$ cat config.mk
export PLATFORM = sky130hd
export DESIGN_NAME = lrca_front
export DESIGN_NICKNAME = d
export VERILOG_FILES = /design/src/rtl/layered_rect_coordinate_accumulator_macros.svh /design/src/rtl/lrca_pkg.sv /design/src/rtl/lrca_front.sv
export SDC_FILE = /design/constraint.sdc
export NUM_CORES = 1
export LEC_CHECK = 0
export BUFFER_PORTS_ARGS = -buffer_cell sky130_fd_sc_hd__buf_2
export CAP_MARGIN = 20
export CORE_ASPECT_RATIO = 0.6
export CORE_MARGIN = 8
export CORE_UTILIZATION = 29
export CTS_BUF_LIST = sky130_fd_sc_hd__clkbuf_4
export DETAILED_ROUTE_END_ITERATION = 6
export GPL_TIMING_DRIVEN = 0
export RECOVER_POWER = 100
export SLEW_MARGIN = 10
export SYNTH_ARGS = -nofsm -noshare
export SYNTH_HDL_FRONTEND = slang
export SYNTH_SLANG_ARGS = --single-unit
$ cat constraint.sdc
create_clock -name clk -period 2.6 [get_ports clk]
set_clock_uncertainty 0.05 [all_clocks]
set_input_delay 0.39 -clock clk [delete_from_list [all_inputs] [get_ports clk]]
set_output_delay 0.39 -clock clk [all_outputs]
set_load 0.02 [all_outputs]
$ cat src/rtl/layered_rect_coordinate_accumulator_macros.svh
// ----------------------------------------------------------------------------
// layered rect coordinate accumulator assertion macros
// shared concurrent assertion forms, sampled on clk, off while rst_n is low
// ----------------------------------------------------------------------------
`ifndef LAYERED_RECT_COORDINATE_ACCUMULATOR_MACROS_SVH
`define LAYERED_RECT_COORDINATE_ACCUMULATOR_MACROS_SVH

// condition and consequence in the same cycle
`define LRCA_ASSERT_NOW(label, ante, cons, msg) \
  label: assert property (@(posedge clk) disable iff (!rst_n) (ante) |-> (cons)) \
    else $error(msg);

// consequence in the cycle after the condition
`define LRCA_ASSERT_NEXT(label, ante, cons, msg) \
  label: assert property (@(posedge clk) disable iff (!rst_n) (ante) |=> (cons)) \
    else $error(msg);

`endif

$ cat src/rtl/lrca_pkg.sv
// ----------------------------------------------------------------------------
// lrca_pkg
// widths, codes and queue entry types of the rect coordinate accumulator
// ----------------------------------------------------------------------------
package lrca_pkg;

  localparam int DATA_W    = 32;
  localparam int FRAC_W    = 16;
  localparam int TYPE_W    = 4;
  localparam int REG_IDX_W = 3;
  localparam int PROD_W    = 2 * DATA_W;
  localparam int TERM_W    = PROD_W - FRAC_W;
  localparam int SUM_W     = TERM_W + 2;

  localparam int LRCA_Q_DEPTH   = 2;
  localparam int LRCA_OUT_DEPTH = 2;

  typedef logic signed [DATA_W-1:0] q_t;

  localparam q_t SCALE_ONE = q_t'(1 << FRAC_W);

  typedef enum logic [TYPE_W-1:0] {
    CT_DESKTOP     = 4'd0,
    CT_PARENT_BASE = 4'd1,
    CT_PARENT      = 4'd2,
    CT_PARENT_X    = 4'd3,
    CT_PARENT_Y    = 4'd4,
    CT_SCREEN_BASE = 4'd5,
    CT_SCREEN      = 4'd6,
    CT_SCREEN_X    = 4'd7,
    CT_SCREEN_Y    = 4'd8
  } coord_type_t;

  typedef enum logic [REG_IDX_W-1:0] {
    REG_PARENT_X = 3'd0,
    REG_PARENT_Y = 3'd1,
    REG_PARENT_W = 3'd2,
    REG_PARENT_H = 3'd3,
    REG_SCREEN_X = 3'd4,
    REG_SCREEN_Y = 3'd5,
    REG_SCREEN_W = 3'd6,
    REG_SCREEN_H = 3'd7
  } reg_idx_t;

  // classified group, front to back
  typedef struct packed {
    q_t   x;
    q_t   y;
    q_t   w;
    q_t   h;
    q_t   scale_a;   // x and w
    q_t   scale_b;   // y and h
    q_t   org_x;
    q_t   org_y;
    logic scaled;
    logic add;
    logic err;
    logic first;
    logic last;
  } job_t;

  typedef struct packed {
    q_t   x;
    q_t   y;
    q_t   w;
    q_t   h;
    logic err;
  } res_t;

endpackage

$ cat src/rtl/lrca_front.sv
// ----------------------------------------------------------------------------
// lrca_front
// configuration registers and type decode of incoming coordinate groups
// ----------------------------------------------------------------------------
module lrca_front (
  input  logic                              clk,
  input  logic                              rst_n,
  input  logic                              cfg_we,
  input  logic [lrca_pkg::REG_IDX_W-1:0]    cfg_index,
  input  logic [lrca_pkg::DATA_W-1:0]       cfg_wdata,
  input  logic                              in_push,
  output logic                              in_full,
  input  logic [lrca_pkg::TYPE_W-1:0]       in_coord_type,
  input  logic signed [lrca_pkg::DATA_W-1:0] in_coord_x,
  input  logic signed [lrca_pkg::DATA_W-1:0] in_coord_y,
  input  logic signed [lrca_pkg::DATA_W-1:0] in_coord_w,
  input  logic signed [lrca_pkg::DATA_W-1:0] in_coord_h,
  input  logic                              in_parent_present,
  input  logic                              in_first_group,
  input  logic                              in_last_group,
  output logic                              job_push,
  input  logic                              job_full,
  output lrca_pkg::job_t                    job
);

  import lrca_pkg::*;

  q_t parent_x_r, parent_y_r, parent_w_r, parent_h_r;
  q_t screen_x_r, screen_y_r, screen_w_r, screen_h_r;
  logic is_parent;

  always_ff @(posedge clk) begin
    if (!rst_n) begin
      parent_x_r <= '0;
      parent_y_r <= '0;
      parent_w_r <= '0;
      parent_h_r <= '0;
      screen_x_r <= '0;
      screen_y_r <= '0;
      screen_w_r <= SCALE_ONE;
      screen_h_r <= SCALE_ONE;
    end else if (cfg_we) begin
      unique case (reg_idx_t'(cfg_index))
        REG_PARENT_X: parent_x_r <= cfg_wdata;
        REG_PARENT_Y: parent_y_r <= cfg_wdata;
        REG_PARENT_W: parent_w_r <= cfg_wdata;
        REG_PARENT_H: parent_h_r <= cfg_wdata;
        REG_SCREEN_X: screen_x_r <= cfg_wdata;
        REG_SCREEN_Y: screen_y_r <= cfg_wdata;
        REG_SCREEN_W: screen_w_r <= cfg_wdata;
        REG_SCREEN_H: screen_h_r <= cfg_wdata;
        default: ;
      endcase
    end
  end

  assign in_full  = job_full;
  assign job_push = in_push && !job_full;

  assign is_parent = (in_coord_type == CT_PARENT_BASE) || (in_coord_type == CT_PARENT)
                  || (in_coord_type == CT_PARENT_X) || (in_coord_type == CT_PARENT_Y);

  always_comb begin
    job.x       = in_coord_x;
    job.y       = in_coord_y;
    job.w       = in_coord_w;
    job.h       = in_coord_h;
    job.scale_a = '0;
    job.scale_b = '0;
    job.org_x   = '0;
    job.org_y   = '0;
    job.scaled  = 1'b1;
    job.add     = 1'b1;
    job.err     = 1'b0;
    job.first   = in_first_group;
    job.last    = in_last_group;
    if (is_parent && !in_parent_present) begin
      job.add = 1'b0;
      job.err = 1'b1;
    end else begin
      unique case (coord_type_t'(in_coord_type))
        CT_DESKTOP: job.scaled = 1'b0;
        CT_PARENT_BASE: begin
          job.scale_a = parent_w_r;
          job.scale_b = parent_h_r;
          job.org_x   = parent_x_r;
          job.org_y   = parent_y_r;
        end
        CT_PARENT: begin
          job.scale_a = parent_w_r;
          job.scale_b = parent_h_r;
        end
        CT_PARENT_X: begin
          job.scale_a = parent_w_r;
          job.scale_b = parent_w_r;
        end
        CT_PARENT_Y: begin
          job.scale_a = parent_h_r;
          job.scale_b = parent_h_r;
        end
        CT_SCREEN_BASE: begin
          job.scale_a = screen_w_r;
          job.scale_b = screen_h_r;
          job.org_x   = screen_x_r;
          job.org_y   = screen_y_r;
        end
        CT_SCREEN: begin
          job.scale_a = screen_w_r;
          job.scale_b = screen_h_r;
        end
        CT_SCREEN_X: begin
          job.scale_a = screen_w_r;
          job.scale_b = screen_w_r;
        end
        CT_SCREEN_Y: begin
          job.scale_a = screen_h_r;
          job.scale_b = screen_h_r;
        end
        default: begin
          job.add = 1'b0;
          job.err = 1'b1;
        end
      endcase
    end
  end

endmodule

# [Word level (Yosys, flattened, before mapping)]
# Cells that the tools add are included.
[word_totals] in_bits=175 word_cells=49 regBits=256 out_inout_bits=263
[op_classes] eq_ne=15 n_mux=6 reduce_logical=20
[op_table] operator="64-bit case mux with 6 select lines" count=1
[op_table] operator="129-bit 2-to-1 mux" count=1
[op_table] operator="64-bit case mux with 2 select lines" count=1
[op_table] operator="4-bit by 3-bit equality test with 1-bit output, second input constant" count=4
[op_table] operator="2-bit AND reduction" count=8
[op_table] operator="3-bit equality test, second input constant" count=4
[op_table] operator="9-bit OR reduction" count=1
[op_table] operator="4-bit by 2-bit equality test with 1-bit output, second input constant" count=2
[op_table] operator="3-bit by 2-bit equality test with 1-bit output, second input constant" count=2
[op_table] operator="4-bit by 1-bit equality test with 1-bit output, second input constant" count=1
[op_table] operator="4-bit equality test, second input constant" count=1
[op_table] operator="4-bit zero test" count=1
[op_table] operator="2-bit 2-to-1 mux" count=2
[op_table] operator="2-bit OR reduction" count=2
[op_table] operator="3-bit by 1-bit equality test with 1-bit output, second input constant" count=1
[op_table] operator="3-bit zero test" count=1
[op_table] operator="1-bit logical OR" count=3
[op_table] operator="1-bit logical AND" count=2
[op_table] operator="1-bit zero test" count=2
[op_table] operator="1-bit 2-to-1 mux" count=1

# [Depth between registers and ports, before layout]
[depth] depth_word=6 mapped_depth=7 depth_no_buf=4

# [Worst setup path after synthesis]
# No wires, ideal clock.
[synth_timing] path_kind="input -> output" startpoint="input in_coord_type[2] in the netlist's numbering" endpoint="output job[81] in the netlist's numbering" arrival_ns=1.903 path_stages=7 n_path_buf=3 slack_ns=0.257 required_ns=2.160 cell_sequence="clkbuf_2 > and3b_1 > clkbuf_1 > clkbuf_1 > a32oi_1 > or2_2 > a31oi_1"
[synth_rtl] item="start: declaration" line="lrca_front.sv:13" text="input logic [lrca_pkg::TYPE_W-1:0] in_coord_type,"
[synth_rtl] item="end: declaration" line="lrca_front.sv:23" text="output lrca_pkg::job_t job"

==> metrics.txt <==
pin count of the biggest net entering global routing 18; starting utilization of the core area 29.1%; combined area of the multi-input logic cells 0.00690 mm^2; CP peak stage delay 0.35 ns; via density per instance 5.07; maximum clock frequency 385 MHz; worst path buffer plus inverter count 4; Mapped Area 0.0138 mm^2; final setup margin 0.00355 ns; Critical Setup Path Class in -> out; maximum fanout count along the critical path 10; synthesis-to-finish area growth 24.1%; sequential cell area fraction in the yosys report 37.1%; total grt overflow 0; transition time at the pin with the least slew margin 1.05 ns; minimum clock period after layout 2.60 ns; power density cells 503 mW/mm^2; Starting DRT DRC Count 1505; number of max-slew violations in the final report 0; number of filler cells placed in the layout 5045; DP Cell Count 2746; boundary pin count 438; count of final hold-check violations 0; Cell Chain, Critical Path clkbuf_4, nor3_4, and2_1, buf_2, nor2_4, buf_2, a31oi_1, buf_2; dpl cell area 0.0160 mm^2; DR pass1 iterations 7; first-pass GRT wire length 87500 um; number of antenna-violating nets in the routed design 0; total via count after detailed routing 14600; Synth Instances 1833; Slew headroom 29.3%; # nets final 2382; die outline area 0.0551 mm^2; Crit. End Element primary output; count of different cell masters after synthesis 37; Max clock buf depth 3; FF+latch count, synth 256; clock buffer count from CTS 61; asr flop ratio synth 0%; most frequent standard cell in the layout excluding fill and tap cells sky130_fd_sc_hd__nand2_1; final critical-path share of the clock period 99.9%; TritonCTS clock tree yes; final weighted congestion in routability-driven placement 0.948; post-detail-place hpwl 45600 um; count of H-tree levels built during CTS 2; Register Area 0.00513 mm^2; cell family with the largest share of critical-path delay buffers and inverters; overall global routing resource usage 20.2%; antenna violations before repair 3; Routed WL 60000 um; most frequent cells in the layout 549 x sky130_fd_sc_hd__nand2_1, 255 x sky130_fd_sc_hd__dfxtp_1, 254 x sky130_fd_sc_hd__a21boi_0; number of maximum-capacitance constraint violations 0; cell row count 62; Tightest Hold Check Type in -> reg; Critical-path top delay cell sky130_fd_sc_hd__a31oi_1; Mean Syn Cell Area 7.53 um^2; worst vdd ir 0.000257 V; Post-Synthesis Net Count 2008; Final setup viols 0; width of the die 298 um; Worst Setup Slack post-DPL -0.553 ns; flip-flop cell with the highest count after synthesis sky130_fd_sc_hd__dfxtp_1; Floorplan Core Area 0.0474 mm^2; height of the die 185 um; startpoint type of the worst setup path input port; cell seen most often among critical-path stages sky130_fd_sc_hd__buf_2; required time at the endpoint of the critical path 2.16 ns; clock sink total 256; setup repair after global routing missed its margin true; Remaining DRCs 0; clock-pin slew on the worst setup and hold paths 0.08 ns; root buffer cell sky130_fd_sc_hd__clkbuf_4; vias in the first global route 14300; number of synthesized flops with an enable pin 0; status finished clean; YS warnings 0; Static Leakage 6.17 nW; filler-free cell count of the finished design 2887; data arrival time of the worst path 2.16 ns; quantity of I/O buffers inserted on ports 270; insertion delay of the later-clocked pin in the worst-skew pair 0.73 ns; fraction of layout cells with a size suffix above 1 23.4%; Routed WL per cell 20.8 um; post-layout instance area 0.0171 mm^2
synth_stat cells (2+ instances only):
library cell,number,share of area [%]
sky130_fd_sc_hd__o211ai_1,33,1.8
sky130_fd_sc_hd__a21oi_1,34,1.2
sky130_fd_sc_hd__nor2b_1,4,0.18
sky130_fd_sc_hd__nor3_1,3,0.11
sky130_fd_sc_hd__nand2b_1,5,0.23
sky130_fd_sc_hd__nand2_1,549,15
sky130_fd_sc_hd__buf_2,20,0.72
sky130_fd_sc_hd__nor2_2,21,0.95
sky130_fd_sc_hd__a22oi_1,96,5.2
sky130_fd_sc_hd__or2_2,32,1.4
sky130_fd_sc_hd__a2bb2oi_1,32,2.0
sky130_fd_sc_hd__nand3_1,5,0.18
sky130_fd_sc_hd__a21boi_0,237,13
sky130_fd_sc_hd__nor2_1,54,1.5
sky130_fd_sc_hd__a31oi_1,32,1.4
sky130_fd_sc_hd__buf_6,7,0.57
sky130_fd_sc_hd__buf_1,2,0.054
sky130_fd_sc_hd__clkbuf_1,120,3.3
sky130_fd_sc_hd__buf_4,131,7.1
sky130_fd_sc_hd__clkbuf_2,33,1.2
sky130_fd_sc_hd__inv_1,33,0.90
sky130_fd_sc_hd__a21boi_1,17,0.92
sky130_fd_sc_hd__o21ai_0,32,1.2
sky130_fd_sc_hd__o22ai_1,2,0.091
sky130_fd_sc_hd__a32oi_1,32,2.0
sky130_fd_sc_hd__dfxtp_1,256,37
registers in the layout, summed over array words and instances, names as in the netlist:
register / count
screen_h_r: 32
screen_x_r: 32
parent_h_r: 32
screen_y_r: 32
screen_w_r: 32
parent_x_r: 32
parent_w_r: 32
parent_y_r: 32
per-layer routing:
layer / global-route usage, % / routed length, um / up-vias
met5: 0 / 0 / -
met4: 4.32 / 937 / 0
met3: 5.88 / 6270 / 93
met2: 31.4 / 26600 / 724
met1: 27.7 / 26100 / 6995
li1: - / - / 6815
power breakdown:
group,switching (mW),internal (mW)
clock,1.74,1.45
combinational,0.883,0.473
sequential,0.0692,4.00
path summary, 6_finish.rpt:
path                          from              to  slack, ns  cells past startpoint
setup / recovery  in_coord_type[0]         job[85]      0.004                      8
hold / removal               rst_n  parent_y_r[22]       0.17                      2
setup reg to reg    screen_h_r[31]  screen_h_r[31]       1.74                      2
hold reg to reg      parent_x_r[3]   parent_x_r[3]       0.41                      2
worst reg2reg max path, cell delays in order (launching register included):
cell and delay [ns]:
sky130_fd_sc_hd__dfxtp_2 0.42, sky130_fd_sc_hd__nand2_1 0.08, sky130_fd_sc_hd__a21boi_0 0.22
final cells by class:
class                      instances  area share [%]
multi-input combinational       1231            40.3
sequential                       256            29.9
buffer                           312            11.0
timing repair buffer             312            9.39
tap                              640            4.67
clock buffer                      75            3.29
clock inverter                    27           0.781
inverter                          33           0.723
antenna                            1          0.0146
metrics by stage:
step	setup TNS (ns)	util (%)	hold slack (ns)	total power [mW]
final	0	36.2	0.173	8.62
after floorplan	0	-	0.385	4.97
after global placement	-49.00	33.7	0.390	5.41
after detailed placement	-37.68	33.7	0.394	5.44
after global routing	-0.0378	36.2	0.136	8.99
after CTS	-0.00153	36.3	0.0977	8.67
what timing repair did:
action	4_1_cts	5_1_grt
setup endpoints to repair	129	110
hold buffers	33	0
resized for setup	54	47
buffers inserted	5	1
pin swaps	3	0
hold endpoints to repair	216	0
cells by family (layout without fill, tap and decap cells):
family | after synthesis | in the layout | synth area share (%)
AO/OA/AOI/OAI | 547 | 547 | 28.8
flip-flops | 256 | 256 | 37.1
other | 0 | 1 | 0
buffers and inverters | 346 | 759 | 13.8
AND/OR/NAND/NOR | 683 | 683 | 20.2
XOR/XNOR | 1 | 1 | 0.0634
(Power assumes the default switching activity.)
