$ cat src/rtl/layered_rect_coordinate_accumulator_macros.svh
// ----------------------------------------------------------------------------
// layered rect coordinate accumulator assertion macros
// shared concurrent assertion forms, sampled on clk, off while rst_n is low
// ----------------------------------------------------------------------------
`ifndef LAYERED_RECT_COORDINATE_ACCUMULATOR_MACROS_SVH
`define LAYERED_RECT_COORDINATE_ACCUMULATOR_MACROS_SVH

// condition and consequence in the same cycle
`define LRCA_ASSERT_NOW(label, ante, cons, msg) \
  label: assert property (@(posedge clk) disable iff (!rst_n) (ante) |-> (cons)) \
    else $error(msg);

// consequence in the cycle after the condition
`define LRCA_ASSERT_NEXT(label, ante, cons, msg) \
  label: assert property (@(posedge clk) disable iff (!rst_n) (ante) |=> (cons)) \
    else $error(msg);

`endif

$ cat src/rtl/lrca_fifo.sv
// ----------------------------------------------------------------------------
// lrca_fifo
// small flop queue with push/full and pop/empty sides
// ----------------------------------------------------------------------------
module lrca_fifo #(
  parameter int WIDTH = 8,
  parameter int DEPTH = 2
) (
  input  logic             clk,
  input  logic             rst_n,
  input  logic             push,
  input  logic [WIDTH-1:0] din,
  output logic             full,
  input  logic             pop,
  output logic [WIDTH-1:0] dout,
  output logic             empty
);

  localparam int PTR_W = (DEPTH > 1) ? $clog2(DEPTH) : 1;
  localparam int CNT_W = $clog2(DEPTH + 1);

  logic [WIDTH-1:0] mem_r [DEPTH];
  logic [PTR_W-1:0] wr_ptr_r, wr_ptr_nxt;
  logic [PTR_W-1:0] rd_ptr_r, rd_ptr_nxt;
  logic [CNT_W-1:0] count_r, count_nxt;
  logic             do_push, do_pop;

  assign full    = (count_r == CNT_W'(DEPTH));
  assign empty   = (count_r == '0);
  assign do_push = push && !full;
  assign do_pop  = pop && !empty;
  assign dout    = mem_r[rd_ptr_r];

  always_comb begin
    wr_ptr_nxt = wr_ptr_r;
    rd_ptr_nxt = rd_ptr_r;
    count_nxt  = count_r;
    if (do_push) begin
      wr_ptr_nxt = (wr_ptr_r == PTR_W'(DEPTH - 1)) ? '0 : wr_ptr_r + 1'b1;
    end
    if (do_pop) begin
      rd_ptr_nxt = (rd_ptr_r == PTR_W'(DEPTH - 1)) ? '0 : rd_ptr_r + 1'b1;
    end
    if (do_push && !do_pop) begin
      count_nxt = count_r + 1'b1;
    end else if (do_pop && !do_push) begin
      count_nxt = count_r - 1'b1;
    end
  end

  always_ff @(posedge clk) begin
    if (!rst_n) begin
      wr_ptr_r <= '0;
      rd_ptr_r <= '0;
      count_r  <= '0;
    end else begin
      wr_ptr_r <= wr_ptr_nxt;
      rd_ptr_r <= rd_ptr_nxt;
      count_r  <= count_nxt;
    end
  end

  always_ff @(posedge clk) begin
    if (do_push) begin
      mem_r[wr_ptr_r] <= din;
    end
  end

endmodule

$ cat config.mk
export PLATFORM = sky130hd
export DESIGN_NAME = lrca_fifo
export DESIGN_NICKNAME = d
export VERILOG_FILES = /design/src/rtl/layered_rect_coordinate_accumulator_macros.svh /design/src/rtl/lrca_fifo.sv
export SDC_FILE = /design/constraint.sdc
export NUM_CORES = 1
export LEC_CHECK = 0
export BUFFER_PORTS_ARGS = -buffer_cell sky130_fd_sc_hd__buf_2
export CORE_MARGIN = 8
export CORE_UTILIZATION = 30
export DETAILED_ROUTE_END_ITERATION = 6
export GPL_ROUTABILITY_DRIVEN = 0
export GPL_TIMING_DRIVEN = 0
export PLACE_DENSITY = 0.52
export SYNTH_ARGS = -nofsm -noshare
export SYNTH_HDL_FRONTEND = slang
export SYNTH_SLANG_ARGS = --single-unit
$ cat constraint.sdc
create_clock -name clk -period 2.91 [get_ports clk]
set_clock_uncertainty 0.1 [all_clocks]
set_input_delay 0.582 -clock clk [delete_from_list [all_inputs] [get_ports clk]]
set_output_delay 0.582 -clock clk [all_outputs]
set_load 0.02 [all_outputs]
-- Yosys cells after proc, flatten, opt, wreduce, memory -nomap -nowiden
Memories as Yosys holds them, arrays and structs flattened. A register that Yosys moved wholly into a read port is not among the register bits.
Index checks and enable logic that the tools add are counted.
- reductions and logical operators: 10
- eq/ne operators: 1
- add/sub/neg operators: 4
- multiplexer cells: 8
- operators by type and width (kind ; number):
    1-bit 2-to-1 mux ; 6
    1-bit logical AND ; 4
    1-bit logical NOT ; 4
    2-bit 2-to-1 mux ; 2
    1-bit adder (second input constant) ; 2
    2-bit by 1-bit adder with 2-bit output (second input constant) ; 1
    2-bit == test (second input constant) ; 1
    2-bit logical NOT ; 1
    2-bit nonzero test ; 1
    2-bit by 1-bit subtractor with 2-bit output (second input constant) ; 1
- logic and storage cells: 27
- memory bits (writable): 16
- register bits after elaboration: 4
- memories: 1
- output and inout port bits: 10
- bits of input ports: 12
- memories (name ; depth ; width ; rd ports ; clocked after memory_dff ; wr ports ; line ; text):
    mem_r ; 2 ; 8 ; 1 ; 1 ; 1 ; lrca_fifo.sv:22 ; logic [WIDTH-1:0] mem_r [DEPTH];

-- Longest topological paths before layout
Gate-level depths: netlist (run 1).
- depth after elaboration: 7
- gate-level depth with buffers: 7
- mapped depth without buffers: 7

-- Worst setup path before layout (run 1)
Ideal clock, no wire load.
- kind: input -> register
- from: in push
- to: reg count_r[1]
- cell stages on the path: 5
- setup time: 0.070 ns
- data arrival time: 1.447 ns
- buffers on the path: 0
- setup slack: 1.293 ns
- path through: inv_1 -> nor2_1 -> ha_1 -> or3_1 -> a21boi_1
- cells in the longest elaborated chain, start to end: 4
- elaborated cells on any way between the ends: 6
- RTL lines (item ; line ; text):
    from (decl) ; lrca_fifo.sv:11 ; input logic push,
    1-bit logical AND (*) ; lrca_fifo.sv:30 ; assign do_push = push && !full;
    1-bit logical NOT ; lrca_fifo.sv:46 ; end else if (do_pop && !do_push) begin
    1-bit logical AND ; lrca_fifo.sv:46 ;
    2-bit nonzero test (no line) ; - ;
    to (signal assigned) ; lrca_fifo.sv:59 ; count_r <= count_nxt;
    to (decl) ; lrca_fifo.sv:25 ; logic [CNT_W-1:0] count_r, count_nxt;
Every way passes the cells marked *; elsewhere a longest branch is shown, timed or not.
A chain may end at the register's enable or synchronous reset.

==> results.ini, run 1 <==
[global_route]
gr-total-overflow=0
grt_max_degree=13
antenna_found_initial=0
grt_pass1_wl_um=2300
grt_pass1_vias=509
track_usage_pct=6.94

[logic_synthesis]
syn-num-nets=63
netlist_area_um2=810
synth_commonest_cells=edfxtp_1 (16), mux2_2 (8), dfxtp_1 (5)
synthTopCellsByArea=edfxtp_1 (59%), dfxtp_1 (12%), mux2_2 (11%)
async_flop_share_pct=0
synth_top_cell_by_area=edfxtp_1
yosys_warnings=0
synthCells=50
ys_seq_elements=21
synth-edff-count=16
synth_cell_types=20
synth_top_flop_cell=edfxtp_1
synth_top_area_share_pct=59.4
yosysMostFrequentCell=edfxtp_1
ys_seq_area_share_pct=71.7
syn_area_per_cell_um2=16.2

[clock_network]
worstSkewPairLatency_ns=0.31
cts_sinks=21
post_cts_buffers=0
clk_root_buffer_cell=clkbuf_4
ctsHoldBuffers=0
cts_resized=0
htree_levels=1
cts_buffer_depth=2
cts_buffers=3
cts_tree=built
clkTransAtPathRegs_ns=0.12

[route]
first_pass_iters=3
wl_per_cell_um=13.2
dr_total_vias=462
drt_iter0_drc=4
final_antenna_net_count=0
routed_via_density=4.36
wl_met2_um=613
drcViolationCount=0
route.layer.met1.wl_um=597
wirelength_um=1390
routed-wl-met3_um=141
highest_layer=met4

[floorplan]
die_w_um=67.9
dieHeight_um=67.9
ios=22
start_util_pct=30.4
core-area_mm2=0.00266
rows=19
die-area_mm2=0.00462

[place]
placed_cells=102
port_buffers=21
dp_slack_ns=1.08

[layout]
diodes=0
layout-drive-gt1-share_pct=48.0
nets=89
syn_to_final_growth_pct=21.2
fin_cells=106

[timing]
slew_headroom_pct=53.1
tightest_slew_ns=0.699
fmax_mhz=493
finalSetupViolations=0
fin_tns_setup_ns=0
rsz0062_at_grt=no
layout_min_cycle_time_ns=2.03
hold_violations=0
worst_slack_ns=0.881
drv_slew=0
fin_crit_sh_pct=69.7

[critical_path]
cp.arrival_ns=1.35
critPathCaptureType=output port
crit_required_ns=2.23
crit_path_start_kind=flip-flop
crit_fanout=8
path_class=reg -> out

[power_and_ir_drop]
p_per_area_mw_per_mm2=867
vdd_drop_max_v=0.000365
power.leakage_nw=0.387

[job]
timing.max_cap.violations=0

[hold_path]
holdCritPathClass=in -> reg

[outcome]
status=completed

[area by class of cell]
class,count,area (µm²)
clock buffer,3,22.5
clock inverter,1,5.00
timing repair buffer,21,105
fill,270,1680
multi-input combinational,26,216
sequential,21,581
tap,31,38.8
buffer,1,5.00
inverter,2,7.51
[registers in the layout, indices dropped and copies added (netlist names), named ones only]
signal / flops
mem_r: 16
rd_ptr_r: 1
count_r: 2
wr_ptr_r: 1
[cell families after synthesis]
group / after synthesis / synth area share (%)
DFF: 21 / 71.7
and+or+nand+nor: 9 / 6.80
muxes: 8 / 11.1
AOI/OAI and AO/OA: 5 / 4.02
xor gates and xnor gates: 3 / 3.25
buffers and inverters: 3 / 1.54
adders and majority gates: 1 / 1.55
[path summary, 6_finish.rpt]
path | start | to | slack (ns) | depth (start not counted)
max | flip-flop | dout[2] | 0.88 | 3
min | din[3] | mem_r[0][3] | 0.35 | 1
max reg2reg | count_r[0] | count_r[1] | 1.24 | 6
min reg2reg | count_r[1] | count_r[1] | 0.44 | 2
[critical path, stage by stage (launching register included)]
cell     delay (ns)
dfxtp_1        0.32
buf_2          0.21
mux2_2         0.35
buf_2          0.16
[power breakdown]
group / internal [W] / total (W) / switching [W]
clock network: 0.0000513 / 0.000138 / 0.0000866
registers: 0.000383 / 0.000409 / 0.0000259
logic: 0.000133 / 0.000304 / 0.000171
total: 0.000567 / 0.000850 / 0.000283
[cells in the final DEF, fill, tap and decap left out, types with 2 or more instances in the layout]
master / count
clkbuf_4: 3
edfxtp_1: 16
and2_1: 3
buf_2: 22
nor2_1: 2
dfxtp_1: 5
xnor2_1: 2
mux2_2: 8
[metal layers]
layer  up-vias  track usage [%]
met2        16             10.3
met3         4             2.45
met5         -                0
met1       210             7.99
li1        232                -
met4         0             5.37
[per-stage QoR]
step	util, %	hold slack [ns]	cell area [µm²]	power [W]
5_1_grt	36.8	0.342	981	0.000913
3_5_place_dp	35.8	0.423	953	0.000728
2_1_floorplan	-	0.383	810	0.000638
4_1_cts	36.8	0.346	981	0.000868
6_report	36.8	0.355	981	0.000850
3_3_place_gp	35.8	0.401	953	0.000722
Note: power is estimated with default switching activity, not from simulation.
==> inputs of run 2 (changes only) <==
- PLACE_DENSITY: 0.52 -> 0.53
- clock period: 2.91 -> 1.8 ns (I/O delays scaled with it)
==> results.ini, run 2 (synthesis results as in run 1) <==
[outcome]
status=completed

[route]
drcViolationCount=0  ; unchanged
wl_per_cell_um=13.2  ; +0.36%
first_pass_iters=2  ; -1
wl_met2_um=645  ; +5.2%
final_antenna_net_count=0  ; unchanged
dr_total_vias=462  ; unchanged
route.layer.met1.wl_um=634  ; +6.2%
routed_via_density=4.36  ; unchanged
drt_iter0_drc=14  ; +10
highest_layer=met3
wirelength_um=1400  ; +0.36%
routed-wl-met3_um=119  ; -16%

[critical_path]
r2r_end=count_r[1]
max_stage_delay_ns=0.34  ; about the same
crit_chain=buf_6 > mux2_2 > buf_2
worst-path-buf-inv=2  ; unchanged
critPathCaptureType=output port
path_class=reg -> out
setup.worst_path.end=dout[6]
crit_required_ns=1.34  ; -0.89 ns
crit_fanout=8  ; unchanged
crit_path_start_kind=flip-flop
cp.arrival_ns=1.28  ; -0.07 ns
r2r-start=count_r[0]
crit_family=flip-flops
cp.depth=3  ; unchanged
reg2regPathDepth=6  ; unchanged
worst_path_max_delay_cell=dfxtp_1
r2r_slack_ns=0.16  ; -1.08 ns

[job]
timing.max_cap.violations=0  ; unchanged

[timing]
tightest_slew_ns=0.479  ; -0.220 ns
fin_crit_sh_pct=96.5
finalHoldWorstSlack_ns=0.146  ; -0.209 ns
finalSetupViolations=0  ; unchanged
hold_violations=0  ; unchanged
layout_min_cycle_time_ns=1.74
rsz0062_at_grt=no
slew_headroom_pct=68.0  ; +15 points
fin_tns_setup_ns=0  ; unchanged
fmax_mhz=575
drv_slew=0  ; unchanged
worst_slack_ns=0.0622  ; -0.818 ns

[global_route]
grt_max_degree=12  ; -1
gr-total-overflow=0  ; unchanged
grt_pass1_vias=535  ; +5.1%
antenna_found_initial=0  ; unchanged
grt_pass1_wl_um=2270  ; -1.5%
track_usage_pct=6.73  ; -0.20 points

[clock_network]
clk_root_buffer_cell=clkbuf_4
cts_buffers=3  ; unchanged
worstSkewPairLatency_ns=0.29  ; -0.02 ns
cts_sinks=21  ; unchanged
ctsHoldBuffers=0  ; unchanged
cts_buffer_depth=2  ; unchanged
cts_tree=built
htree_levels=1  ; unchanged
clkTransAtPathRegs_ns=0.11  ; about the same

[layout]
syn_to_final_growth_pct=22.7
largest_reg_flops=16  ; unchanged
top_register=mem_r
layout_commonest_cell=buf_2
biggestRegsByFlops=mem_r x16, count_r x2
layout-drive-gt1-share_pct=48.0  ; unchanged
nets=89  ; unchanged
diodes=0  ; unchanged
final_cell_mix=buf_2 (21), edfxtp_1 (16), mux2_2 (8), dfxtp_1 (4)
fillers=286  ; +5.9%
final_util_pct=37.3  ; +0.47 points

[floorplan]
core-area_mm2=0.00266  ; unchanged
die_w_um=67.9  ; unchanged
ios=22  ; unchanged
dieHeight_um=67.9  ; unchanged
start_util_pct=30.4  ; unchanged
die-area_mm2=0.00462  ; unchanged
rows=19  ; unchanged

[place]
dp_hpwl_um=1040
port_buffers=21  ; unchanged
dp_slack_ns=0.0689  ; -1.01 ns

[power_and_ir_drop]
vdd_drop_max_v=0.000710  ; +94%
p_per_area_mw_per_mm2=1410  ; +63%
power.total_w=0.00140  ; +65%
power.leakage_nw=0.387  ; about the same

[hold_path]
holdCritPathClass=in -> reg

==> run 2: changes by cell type in the layout (fill, tap and decap cells not counted), sizes merged <==
| cell | previous run | this run |
|---|---|---|
| clkbuf | 3 | 4 |
| clkinv | 1 | 0 |
==> run 2: power by group <==
group | leakage, nW | total (W) | switching [W] | internal [W]
clock network | 0.0150 | 0.000221 | 0.000135 | 0.0000861
registers | 0.191 | 0.000662 | 0.0000414 | 0.000620
logic | 0.181 | 0.000519 | 0.000289 | 0.000229
==> run 2: area by class of cell <==
cell class | instances | area, µm² | area share (%)
plain buffers | 1 | 11.3 | 1.13
inverters | 2 | 7.51 | 0.756
clock buffers | 4 | 26.3 | 2.64
well taps | 31 | 38.8 | 3.90
repair buffers | 21 | 105 | 10.6
multi-input cells | 26 | 223 | 22.4
flip-flops and latches | 21 | 582 | 58.6
==> run 2: repair_timing <==
item,4_1_cts,5_1_grt
gates resized for setup,1,3
buffers inserted,0,0
endpoints found under the setup margin,8,17
==> run 2: how the worst min path moves through the flow <==
| stage | start | to | slack (ns) | cells after the start |
|---|---|---|---|---|
| after floorplan | din[0] | mem_r[0][0] | 0.36 | 0 |
| after global placement | count_r[1] | count_r[1] | 0.41 | 2 |
| after detailed placement | count_r[1] | count_r[1] | 0.41 | 2 |
| after CTS | din[4] | mem_r[0][4] | 0.14 | 1 |
| after global routing | din[4] | mem_r[0][4] | 0.12 | 1 |
| final | din[4] | mem_r[0][4] | 0.15 | 1 |
==> run 2: per-stage QoR <==
step / cells / instance area [µm²]
2_1_floorplan: 50 / 810
3_3_place_gp: 102 / 953
3_5_place_dp: 102 / 953
4_1_cts: 106 / 982
5_1_grt: 106 / 993
6_report: 106 / 993
==> run 2: per-layer routing <==
metal | up-vias | global-route usage (%)
li1 | 231 | -
met1 | 216 | 7.21
met2 | 15 | 11.5
met3 | 0 | 2.13
met4 | 0 | 3.84
met5 | - | 0
==> inputs of run 3 (changes only) <==
- CTS_BUF_LIST: default -> sky130_fd_sc_hd__clkbuf_16
- PLACE_DENSITY: 0.53 -> 0.52
- clock period: 1.8 -> 2 ns (I/O delays scaled with it)
==> results.ini, run 3 (synthesis results as in run 1) <==
[outcome]
status=completed

[critical_path]
cp.arrival_ns=1.27  ; about the same
crit_required_ns=1.50  ; +0.16 ns
max_stage_delay_ns=0.36  ; +0.02 ns
worst-path-buf-inv=2  ; unchanged
crit_fanout=8  ; unchanged
crit_top_cell=buf_2
worst_path_max_delay_cell=mux2_2
path_class=reg -> out
crit_chain=buf_2 > mux2_2 > buf_2
critPathCaptureType=output port
crit_family=buffers and inverters
crit_path_start_kind=flip-flop

[route]
final_antenna_net_count=0  ; unchanged
dr_total_vias=473  ; +2.4%
routed_via_density=4.46  ; +2.4%
drcViolationCount=0  ; unchanged
first_pass_iters=2  ; unchanged
drt_iter0_drc=12  ; -2
wirelength_um=1420  ; +1.1%
wl_per_cell_um=13.3  ; +1.1%

[job]
timing.max_cap.violations=0  ; unchanged

[clock_network]
cts_buffers=3  ; unchanged
cts_tree=built
clk_root_buffer_cell=clkbuf_16
cts_resized=0  ; -1
ctsHoldBuffers=0  ; unchanged
post_cts_buffers=0  ; unchanged
clkTransAtPathRegs_ns=0.06  ; -0.05 ns
worstSkewPairLatency_ns=0.25  ; -0.04 ns
htree_levels=1  ; unchanged
cts_sinks=21  ; unchanged
cts_buffer_depth=2  ; unchanged

[timing]
fin_tns_setup_ns=0  ; unchanged
fin_crit_sh_pct=88.4
fmax_mhz=565
finalSetupViolations=0  ; unchanged
hold_violations=0  ; unchanged
tightest_slew_ns=0.703  ; +0.224 ns
drv_slew=0  ; unchanged
slew_headroom_pct=52.9  ; -15 points
rsz0062_at_grt=no
layout_min_cycle_time_ns=1.77

[global_route]
track_usage_pct=7.17  ; +0.44 points
grt_pass1_vias=509  ; -4.9%
antenna_found_initial=0  ; unchanged
gr-total-overflow=0  ; unchanged
grt_pass1_wl_um=2300  ; +1.5%
grt_max_degree=13  ; +1

[layout]
diodes=0  ; unchanged
multi_input_area_um2=216  ; -2.8%
fillers=265  ; -7.3%
syn_to_final_growth_pct=27.7
layout_commonest_cell=buf_2
biggestRegsByFlops=mem_r x16, count_r x2
layout-drive-gt1-share_pct=48.0  ; unchanged
top_register=mem_r
nets=89  ; unchanged
area.sequential_um2=581  ; -0.22%
largest_reg_flops=16  ; unchanged
final_cell_mix=buf_2 (22), edfxtp_1 (16), mux2_2 (8), dfxtp_1 (5)

[floorplan]
ios=22  ; unchanged
core-area_mm2=0.00266  ; unchanged
rows=19  ; unchanged
start_util_pct=30.4  ; unchanged
dieHeight_um=67.9  ; unchanged
die_w_um=67.9  ; unchanged
die-area_mm2=0.00462  ; unchanged

[power_and_ir_drop]
power.total_w=0.00145  ; +3.5%
vdd_drop_max_v=0.000726  ; +2.3%
p_per_area_mw_per_mm2=1400  ; -0.47%
power.leakage_nw=0.410  ; +5.9%

[place]
port_buffers=21  ; unchanged

[hold_path]
holdCritPathClass=in -> reg

-- run 3: routing by layer --
metal / GRT usage [%] / part of all wire [%] / vias to the layer above
met5: 0 / 0 / -
met4: 6.91 / 3.4 / 0
met3: 2.95 / 10 / 4
met2: 10.2 / 45 / 18
met1: 7.89 / 42 / 219
li1: - / - / 232
-- run 3: metrics by stage --
stage	utilization, %	area [µm²]	hold slack [ns]	cells	worst slack [ns]
finish	38.8	1030	0.236	106	0.231
global route	38.8	1030	0.238	106	0.168
CTS	38.8	1030	0.232	106	0.210
detailed placement	35.8	953	0.423	102	0.302
global placement	35.8	953	0.401	102	0.302
floorplan	-	810	0.383	50	0.386
-- run 3: worst paths after layout --
kind / start / end / slack [ns] / cells past startpoint
setup / recovery: flip-flop / dout[2] / 0.23 / 3
hold / removal: din[3] / mem_r[0][3] / 0.24 / 1
setup reg to reg: count_r[0] / mem_r[0][7] / 0.34 / 3
hold reg to reg: count_r[1] / count_r[1] / 0.43 / 2
-- run 3: area by class of cell --
cell class | count | share of cell area [%]
Sequential cell | 21 | 56.2
Buffer | 1 | 0.484
Tap cell | 31 | 3.75
Clock inverter | 1 | 0.484
Timing Repair Buffer | 21 | 10.2
Inverter | 2 | 0.726
Clock buffer | 3 | 7.26
Multi-Input combinational cell | 26 | 20.9
-- run 3: where the power goes --
part,internal [W],switching (W)
clock,0.000268,0.000145
combinational,0.000194,0.000249
sequential,0.000558,0.0000378
